<file path="src/rtl/mwm_pkg.sv">
// Shared types, widths and constants for the mecanum wheel mixer.
// Used by every module of the mixer; depends on nothing else.
`default_nettype none

package mwm_pkg;

    // Field and datapath widths.
    localparam int unsigned CMD_W      = 8;
    localparam int unsigned NUM_WHEELS = 4;
    localparam int unsigned SUM_W      = 10;  // three 8-bit terms, -384..383
    localparam int unsigned MAG_W      = 9;   // magnitude of a sum, 0..384
    localparam int unsigned LIM_W      = 7;   // clamped limit, 0..100
    localparam int unsigned PROD_W     = MAG_W + LIM_W;
    localparam int unsigned QUO_W      = 7;   // quotient never exceeds the limit

    // Full duty scale, also the smallest divisor.
    localparam int unsigned FULL_SCALE = 100;

    // Wheel lane order.
    localparam int unsigned WHEEL_FL = 0;
    localparam int unsigned WHEEL_FR = 1;
    localparam int unsigned WHEEL_RL = 2;
    localparam int unsigned WHEEL_RR = 3;

    // Magnitudes and signs of the four wheel sums with the common divisor.
    typedef struct packed {
        logic [NUM_WHEELS-1:0]             neg;
        logic [NUM_WHEELS-1:0][MAG_W-1:0]  mag;
        logic [MAG_W-1:0]                  divisor;
        logic [LIM_W-1:0]                  lim;
    } mag_bus_t;

    // Scaled magnitudes waiting for the division.
    typedef struct packed {
        logic [NUM_WHEELS-1:0]             neg;
        logic [NUM_WHEELS-1:0][PROD_W-1:0] prod;
        logic [MAG_W-1:0]                  divisor;
    } prod_bus_t;

    // Quotient magnitudes with their signs.
    typedef struct packed {
        logic [NUM_WHEELS-1:0]             neg;
        logic [NUM_WHEELS-1:0][QUO_W-1:0]  quo;
    } quo_bus_t;

    // Absolute value of the limit register, clamped to full scale.
    function automatic logic [LIM_W-1:0] clamp_limit(input logic signed [CMD_W-1:0] value);
        logic [CMD_W-1:0] abs_val;
        abs_val = value[CMD_W-1] ? CMD_W'(-value) : CMD_W'(value);
        if (abs_val > CMD_W'(FULL_SCALE)) begin
            return LIM_W'(FULL_SCALE);
        end
        return abs_val[LIM_W-1:0];
    endfunction

endpackage

`default_nettype wire

</file>
<file path="src/rtl/mwm_front.sv">
// Front end of the mixer: forms the four wheel sums, their magnitudes and the divisor.
// Two register stages; depends on mwm_pkg.
`default_nettype none

module mwm_front
    import mwm_pkg::*;
(
    input  wire logic                    clk,
    input  wire logic                    rst_n,
    input  wire logic                    in_valid,
    input  wire logic signed [CMD_W-1:0] strafe_cmd,
    input  wire logic signed [CMD_W-1:0] forward_cmd,
    input  wire logic signed [CMD_W-1:0] rotate_cmd,
    input  wire logic [LIM_W-1:0]        lim,
    output logic                         out_valid,
    output mag_bus_t                     out_bus
);

    logic signed [SUM_W-1:0] x_ext;
    logic signed [SUM_W-1:0] y_ext;
    logic signed [SUM_W-1:0] yaw_ext;
    logic signed [SUM_W-1:0] sum_next [NUM_WHEELS];
    logic signed [SUM_W-1:0] sum_reg  [NUM_WHEELS];
    logic [LIM_W-1:0]        lim_reg;
    logic                    valid_a_reg;
    logic                    valid_b_reg;
    mag_bus_t                bus_next;
    mag_bus_t                bus_reg;

    // Stage A: sign-extend the commands and form the wheel sums.
    always_comb
    begin
        x_ext   = SUM_W'(strafe_cmd);
        y_ext   = SUM_W'(forward_cmd);
        yaw_ext = SUM_W'(rotate_cmd);
        sum_next[WHEEL_FL] = x_ext - y_ext - yaw_ext;
        sum_next[WHEEL_FR] = x_ext + y_ext - yaw_ext;
        sum_next[WHEEL_RL] = x_ext - y_ext + yaw_ext;
        sum_next[WHEEL_RR] = x_ext + y_ext + yaw_ext;
    end

    always_ff @(posedge clk)
    begin
        sum_reg <= sum_next;
        lim_reg <= lim;
    end

    // Stage B: magnitudes, signs, and the largest magnitude floored at full scale.
    always_comb
    begin
        bus_next.divisor = MAG_W'(FULL_SCALE);
        bus_next.lim     = lim_reg;
        for (int i = 0; i < NUM_WHEELS; i++)
        begin
            bus_next.neg[i] = sum_reg[i][SUM_W-1];
            bus_next.mag[i] = sum_reg[i][SUM_W-1] ? MAG_W'(-sum_reg[i]) : MAG_W'(sum_reg[i]);
            if (bus_next.mag[i] > bus_next.divisor) begin
                bus_next.divisor = bus_next.mag[i];
            end
        end
    end

    always_ff @(posedge clk)
    begin
        bus_reg <= bus_next;
    end

    // Valid bits follow the data through both stages.
    always_ff @(posedge clk or negedge rst_n)
    begin
        if (!rst_n) begin
            valid_a_reg <= 1'b0;
            valid_b_reg <= 1'b0;
        end else begin
            valid_a_reg <= in_valid;
            valid_b_reg <= valid_a_reg;
        end
    end

    assign out_valid = valid_b_reg;
    assign out_bus   = bus_reg;

endmodule

`default_nettype wire

</file>
<file path="src/rtl/mwm_scale.sv">
// Scaling stage of the mixer: multiplies each sum magnitude by the clamped limit.
// One register stage; depends on mwm_pkg.
`default_nettype none

module mwm_scale
    import mwm_pkg::*;
(
    input  wire logic     clk,
    input  wire logic     rst_n,
    input  wire logic     in_valid,
    input  wire mag_bus_t in_bus,
    output logic          out_valid,
    output prod_bus_t     out_bus
);

    prod_bus_t bus_next;
    prod_bus_t bus_reg;
    logic      valid_reg;

    // One narrow multiplier per wheel.
    always_comb
    begin
        bus_next.neg     = in_bus.neg;
        bus_next.divisor = in_bus.divisor;
        for (int i = 0; i < NUM_WHEELS; i++)
        begin
            bus_next.prod[i] = PROD_W'(in_bus.mag[i]) * PROD_W'(in_bus.lim);
        end
    end

    always_ff @(posedge clk)
    begin
        bus_reg <= bus_next;
    end

    always_ff @(posedge clk or negedge rst_n)
    begin
        if (!rst_n) begin
            valid_reg <= 1'b0;
        end else begin
            valid_reg <= in_valid;
        end
    end

    assign out_valid = valid_reg;
    assign out_bus   = bus_reg;

endmodule

`default_nettype wire

</file>
<file path="src/rtl/mwm_divider.sv">
// Pipelined restoring divider: one quotient bit per stage for all four wheels.
// QUO_W register stages; depends on mwm_pkg.
`default_nettype none

module mwm_divider
    import mwm_pkg::*;
(
    input  wire logic      clk,
    input  wire logic      rst_n,
    input  wire logic      in_valid,
    input  wire prod_bus_t in_bus,
    output logic           out_valid,
    output quo_bus_t       out_bus
);

    typedef struct packed {
        logic [NUM_WHEELS-1:0]             neg;
        logic [NUM_WHEELS-1:0][PROD_W-1:0] rem;
        logic [NUM_WHEELS-1:0][QUO_W-1:0]  quo;
        logic [MAG_W-1:0]                  divisor;
    } div_bus_t;

    div_bus_t          stage_in   [QUO_W];
    div_bus_t          stage_next [QUO_W];
    div_bus_t          stage_reg  [QUO_W];
    logic [QUO_W-1:0]  valid_reg;

    for (genvar s = 0; s < QUO_W; s++)
    begin : g_stage
        localparam int unsigned BIT = QUO_W - 1 - s;

        logic [PROD_W:0] shifted_div;

        // The first stage starts from the full product with an empty quotient.
        if (s == 0)
        begin : g_first
            assign stage_in[s] = '{neg: in_bus.neg, rem: in_bus.prod, quo: '0,
                                   divisor: in_bus.divisor};
        end
        else
        begin : g_link
            assign stage_in[s] = stage_reg[s-1];
        end

        // Trial subtraction of the divisor shifted to this quotient bit.
        always_comb
        begin
            shifted_div   = (PROD_W+1)'(stage_in[s].divisor) << BIT;
            stage_next[s] = stage_in[s];
            for (int i = 0; i < NUM_WHEELS; i++)
            begin
                if ({1'b0, stage_in[s].rem[i]} >= shifted_div) begin
                    stage_next[s].rem[i]      = PROD_W'({1'b0, stage_in[s].rem[i]} - shifted_div);
                    stage_next[s].quo[i][BIT] = 1'b1;
                end
            end
        end

        always_ff @(posedge clk)
        begin
            stage_reg[s] <= stage_next[s];
        end
    end

    // Valid bits shift alongside the stage data.
    always_ff @(posedge clk or negedge rst_n)
    begin
        if (!rst_n) begin
            valid_reg <= '0;
        end else begin
            valid_reg <= {valid_reg[QUO_W-2:0], in_valid};
        end
    end

    assign out_valid   = valid_reg[QUO_W-1];
    assign out_bus.neg = stage_reg[QUO_W-1].neg;
    assign out_bus.quo = stage_reg[QUO_W-1].quo;

`ifndef SYNTHESIS
    // After the last bit every remainder must be below the divisor.
    property p_rem_below_div(int unsigned lane);
        @(posedge clk) disable iff (!rst_n)
        valid_reg[QUO_W-1] |->
            (stage_reg[QUO_W-1].rem[lane] < PROD_W'(stage_reg[QUO_W-1].divisor));
    endproperty

    a_rem_fl: assert property (p_rem_below_div(WHEEL_FL))
        else $error("front left remainder not below divisor");
    a_rem_rr: assert property (p_rem_below_div(WHEEL_RR))
        else $error("rear right remainder not below divisor");
`endif

endmodule

`default_nettype wire

</file>
<file path="src/rtl/mecanum_wheel_mixer_core.sv">
// Mecanum wheel mixer: an accepted start passes the front, scale, divider and output registers to the done strobe.
// Throughput is one request per cycle; the 7-stage divider pipeline sets the depth.
// busy is always low and cfg_ready always high; the receiver cannot stall results.
// Reset clears every pipeline valid bit and sets the duty limit to 100.
// Depends on mwm_pkg, mwm_front, mwm_scale and mwm_divider.
`default_nettype none

module mecanum_wheel_mixer_core
    import mwm_pkg::*;
(
    input  wire logic                    clk,
    input  wire logic                    rst_n,
    input  wire logic                    start,
    output logic                         busy,
    input  wire logic signed [CMD_W-1:0] strafe_cmd,
    input  wire logic signed [CMD_W-1:0] forward_cmd,
    input  wire logic signed [CMD_W-1:0] rotate_cmd,
    input  wire logic                    cfg_valid,
    output logic                         cfg_ready,
    input  wire logic signed [CMD_W-1:0] duty_limit,
    output logic                         done,
    output logic signed [CMD_W-1:0]      front_left_duty,
    output logic signed [CMD_W-1:0]      front_right_duty,
    output logic signed [CMD_W-1:0]      rear_left_duty,
    output logic signed [CMD_W-1:0]      rear_right_duty
);

    logic                               accept;
    logic [LIM_W-1:0]                   limit_reg;
    logic                               front_valid;
    mag_bus_t                           front_bus;
    logic                               scale_valid;
    prod_bus_t                          scale_bus;
    logic                               div_valid;
    quo_bus_t                           div_bus;
    logic [NUM_WHEELS-1:0][CMD_W-1:0]   duty_next;
    logic [NUM_WHEELS-1:0][CMD_W-1:0]   duty_reg;
    logic                               done_reg;

    // The pipeline takes a request every cycle.
    assign busy      = 1'b0;
    assign cfg_ready = 1'b1;
    assign accept    = start && !busy;

    // Limit register holds the clamped magnitude.
    always_ff @(posedge clk or negedge rst_n)
    begin
        if (!rst_n) begin
            limit_reg <= LIM_W'(FULL_SCALE);
        end else if (cfg_valid && cfg_ready) begin
            limit_reg <= clamp_limit(duty_limit);
        end
    end

    mwm_front u_front (
        .clk         (clk),
        .rst_n       (rst_n),
        .in_valid    (accept),
        .strafe_cmd  (strafe_cmd),
        .forward_cmd (forward_cmd),
        .rotate_cmd  (rotate_cmd),
        .lim         (limit_reg),
        .out_valid   (front_valid),
        .out_bus     (front_bus)
    );

    mwm_scale u_scale (
        .clk       (clk),
        .rst_n     (rst_n),
        .in_valid  (front_valid),
        .in_bus    (front_bus),
        .out_valid (scale_valid),
        .out_bus   (scale_bus)
    );

    mwm_divider u_divider (
        .clk       (clk),
        .rst_n     (rst_n),
        .in_valid  (scale_valid),
        .in_bus    (scale_bus),
        .out_valid (div_valid),
        .out_bus   (div_bus)
    );

    // Output stage: restore the sign of each quotient.
    always_comb
    begin
        for (int i = 0; i < NUM_WHEELS; i++)
        begin
            duty_next[i] = div_bus.neg[i] ? CMD_W'(-CMD_W'(div_bus.quo[i]))
                                          : CMD_W'(div_bus.quo[i]);
        end
    end

    always_ff @(posedge clk)
    begin
        duty_reg <= duty_next;
    end

    always_ff @(posedge clk or negedge rst_n)
    begin
        if (!rst_n) begin
            done_reg <= 1'b0;
        end else begin
            done_reg <= div_valid;
        end
    end

    assign done             = done_reg;
    assign front_left_duty  = $signed(duty_reg[WHEEL_FL]);
    assign front_right_duty = $signed(duty_reg[WHEEL_FR]);
    assign rear_left_duty   = $signed(duty_reg[WHEEL_RL]);
    assign rear_right_duty  = $signed(duty_reg[WHEEL_RR]);

`ifndef SYNTHESIS
    // Every accepted request produces its strobe after the full pipeline depth.
    a_latency: assert property (@(posedge clk) disable iff (!rst_n)
        accept |-> ##11 done)
        else $error("done strobe missing after accepted request");

    // A wheel duty never exceeds full scale in magnitude.
    a_fl_range: assert property (@(posedge clk) disable iff (!rst_n)
        done |-> (front_left_duty >= -8'sd100) && (front_left_duty <= 8'sd100))
        else $error("front left duty out of range");

    a_rr_range: assert property (@(posedge clk) disable iff (!rst_n)
        done |-> (rear_right_duty >= -8'sd100) && (rear_right_duty <= 8'sd100))
        else $error("rear right duty out of range");
`endif

endmodule

`default_nettype wire
</file>
<file path="config.mk">
export PLATFORM = sky130hd
export DESIGN_NAME = mecanum_wheel_mixer_core
export DESIGN_NICKNAME = d
export VERILOG_FILES = /design/src/rtl/mwm_pkg.sv /design/src/rtl/mwm_front.sv /design/src/rtl/mwm_scale.sv /design/src/rtl/mwm_divider.sv /design/src/rtl/mecanum_wheel_mixer_core.sv
export SDC_FILE = /design/constraint.sdc
export NUM_CORES = 2
export LEC_CHECK = 0
export ABC_AREA = 1
export BUFFER_PORTS_ARGS = -buffer_cell sky130_fd_sc_hd__clkbuf_2
export CAP_MARGIN = 20
export CORE_UTILIZATION = 35
export CTS_CLUSTER_SIZE = 30
export DETAILED_ROUTE_END_ITERATION = 8
export GPL_TIMING_DRIVEN = 0
export HOLD_SLACK_MARGIN = 0.12
export PLACE_DENSITY = 0.48
export REMOVE_ABC_BUFFERS = 1
export SLEW_MARGIN = 40
export SYNTH_ARGS = -nofsm -noshare
export SYNTH_HDL_FRONTEND = slang
export SYNTH_SLANG_ARGS = --single-unit
</file>
<file path="constraint.sdc">
create_clock -name clk -period 9.87 [get_ports clk]
set_input_delay 0.987 -clock clk [delete_from_list [all_inputs] [get_ports clk]]
set_output_delay 0.987 -clock clk [all_outputs]
set_load 0.01 [all_outputs]
</file>
==> results.json <==
{
  "finalClockSkew_ns": 0.04246,
  "initial_core_util_pct": 35.42,
  "via_per_inst": 4.554,
  "cts_buffers": 89,
  "clock-sinks": 790,
  "layout-drive-gt1-share_pct": 9.487,
  "postCtsSetupBuffers": 0,
  "dieArea_um2": 129200,
  "fin_crit_sh_pct": 63.97,
  "cts-root-buf": "clkbuf_16",
  "route.vias.total": 32520,
  "slew_headroom_pct": 51.37,
  "routed_wl_mm": 106.8,
  "syn_inst": 5332,
  "worstPathArrival_ns": 6.87,
  "cts_hold_buf": 0,
  "worstSetupStartpointType": "flip-flop",
  "synth_area_um2": 44710,
  "htree_levels": 3,
  "num_rows": 130,
  "rsz0062_at_grt": "no",
  "clock_latency_ns": 0.70,
  "fin_setup_tns_ns": 0,
  "maxCapViolations": 0,
  "diodes": 0,
  "drt_iter0_drc": 1334,
  "dp_hpwl_mm": 88.37,
  "final_area_um2": 49850,
  "yosysTopAreaCell": "dfxtp_1",
  "yosys_warnings": 0,
  "ys_dominant_reg_cell": "dfxtp_1",
  "clkTransAtPathRegs_ns": 0.06,
  "reg2reg_setup_slack_ns": 3.56,
  "reg2reg_from": "u_front.sum_reg[30]",
  "grt_start_max_net_pins": 26,
  "place_area_um2": 46830,
  "ant_nets": 0,
  "setup_violations": 0,
  "yosysUniqueCellTypes": 74,
  "largest_reg_flops": 566,
  "dpl.cell_count": 6980,
  "final_cells": 7142,
  "gp_congestion": 0.9186,
  "grt_overflow_total": 0,
  "max_freq_ghz": 0.1584,
  "async_reset_ff_share_pct": 2.278,
  "die_w_um": 359.4,
  "fin_crit_ns": 6.314,
  "outcome": "completed",
  "yosysSeqAreaShare_pct": 35.59,
  "finalMaxSlewViolations": 0,
  "antenna_found_initial": 0,
  "critical_path_class": "flip-flop to flip-flop",
  "grt_usage_pct": 16.68,
  "grt_pass1_vias": 33090,
  "syn_avg_cell_area_um2": 8.384,
  "wl_per_cell_um": 14.95,
  "worstPathRequired_ns": 10.43,
  "yosys-top-cells-area": "dfxtp_1 35%, ha_1 13%, nand2_1 9.5%",
  "finalHoldViolations": 0,
  "worst_path_largest_cell_delay_ns": 0.45,
  "end_kind": "flip-flop",
  "r2r_end": "u_front.out_bus[8]",
  "ys_top_cells_by_count": "1129 x nand2_1, 772 x dfxtp_1, 765 x inv_1",
  "cts_buffer_depth": 3,
  "worst_pin_slew_ns": 0.7274,
  "yosysMostFrequentCell": "nand2_1",
  "core_um2": 126200,
  "hold_class": "primary input to async pin",
  "cp_max_fo": 15,
  "reg2reg_depth": 39,
  "synth_edf_count": 0,
  "synth_top_area_share_pct": 34.57,
  "die_h_um": 359.4,
  "synth_seq_cells": 790,
  "io_pins": 71,
  "cts_resized": 0,
  "area_growth_pct": 11.51,
  "io_buffers": 68,
  "drcViolationCount": 0,
  "worst_path_most_repeated_cell": "nand2_1",
  "grt_first_pass_wirelength_mm": 173.0,
  "nets": 6098,
  "cts_tree": "done",
  "slowest_stage": "dfxtp_1",
  "dr.pass1.iters": 6
}
==> layout by cell type, fill, tap and decap left out, drive strengths merged, types with 10 or more instances in the layout <==
cell type,n
clkinvlp,13
a211oi,10
o21ai,341
dfxtp,772
a31oi,22
clkinv,23
nand4,49
clkbuf,185
nand3b,12
o211ai,12
inv,798
nor3,73
or2,61
dfrtp,15
a21o,26
o31ai,10
nor4,33
ha,475
o2111ai,23
nand3,170
fa,166
a21boi,14
o21bai,31
a21oi,352
o21a,13
xnor2,97
nor2,269
xor2,196
nand2,1178
o221ai,11
==> critical path, delay by kind of cell (launching register included) <==
kind                     cells  cell delay [ns]
adder cells (fa/ha/maj)      4             1.08
buffers and inverters        5             0.80
flip-flops                   1             0.45
AND/OR/NAND/NOR             25             3.21
AO/OA/AOI/OAI                5             0.59
==> worst max path at each step <==
stage / from / end / cells after the start
floorplan: u_front.sum_reg[30] / u_front.out_bus[15] / 39
global placement: u_front.sum_reg[30] / u_front.out_bus[15] / 39
detailed placement: u_front.sum_reg[20] / u_front.out_bus[8] / 32
CTS: u_front.sum_reg[20] / u_front.out_bus[8] / 32
global route: u_front.sum_reg[30] / u_front.out_bus[15] / 41
finish: u_front.sum_reg[30] / u_front.out_bus[8] / 39
==> stage by stage <==
| stage | hold slack (ns) | setup WS, ns | util (%) |
|---|---|---|---|
| floorplan | 0.3096 | 4.816 | - |
| global placement | 0.3106 | 3.536 | 36.94 |
| detailed placement | 0.3121 | 3.474 | 37.10 |
| CTS | 0.1893 | 3.438 | 39.49 |
| global route | 0.2378 | 2.755 | 39.49 |
| finish | 0.2353 | 3.556 | 39.49 |
==> layout make-up <==
class | instances | area (um^2)
clock buffer | 117 | 2484
multi-input combinational | 3670 | 25320
timing repair buffer | 75 | 533.0
inverter | 795 | 2994
clock inverter | 45 | 533.0
tap | 1650 | 2064
fill | 12920 | 76370
sequential | 790 | 15920
==> logic make-up (layout without fill, tap and decap cells) <==
group | Yosys count | in the layout | share of synthesized area (%)
AOI/OAI and AO/OA | 877 | 877 | 12.18
xor gates and xnor gates | 293 | 293 | 5.740
adders and majority gates | 641 | 641 | 20.73
buffers and inverters | 872 | 1032 | 7.789
DFF | 790 | 790 | 35.59
other | 2 | 2 | 0.01680
and+or+nand+nor | 1857 | 1857 | 17.96
==> layer usage <==
metal  GRT usage (%)  part of all wire, %
met2           29.31                   48
met4           9.232                  5.4
met3           2.133                  2.6
met1           19.57                   44
met5               0                    0
Power is not shown: default switching activity piles up to over one toggle a cycle in this logic, so the estimate is an artifact.
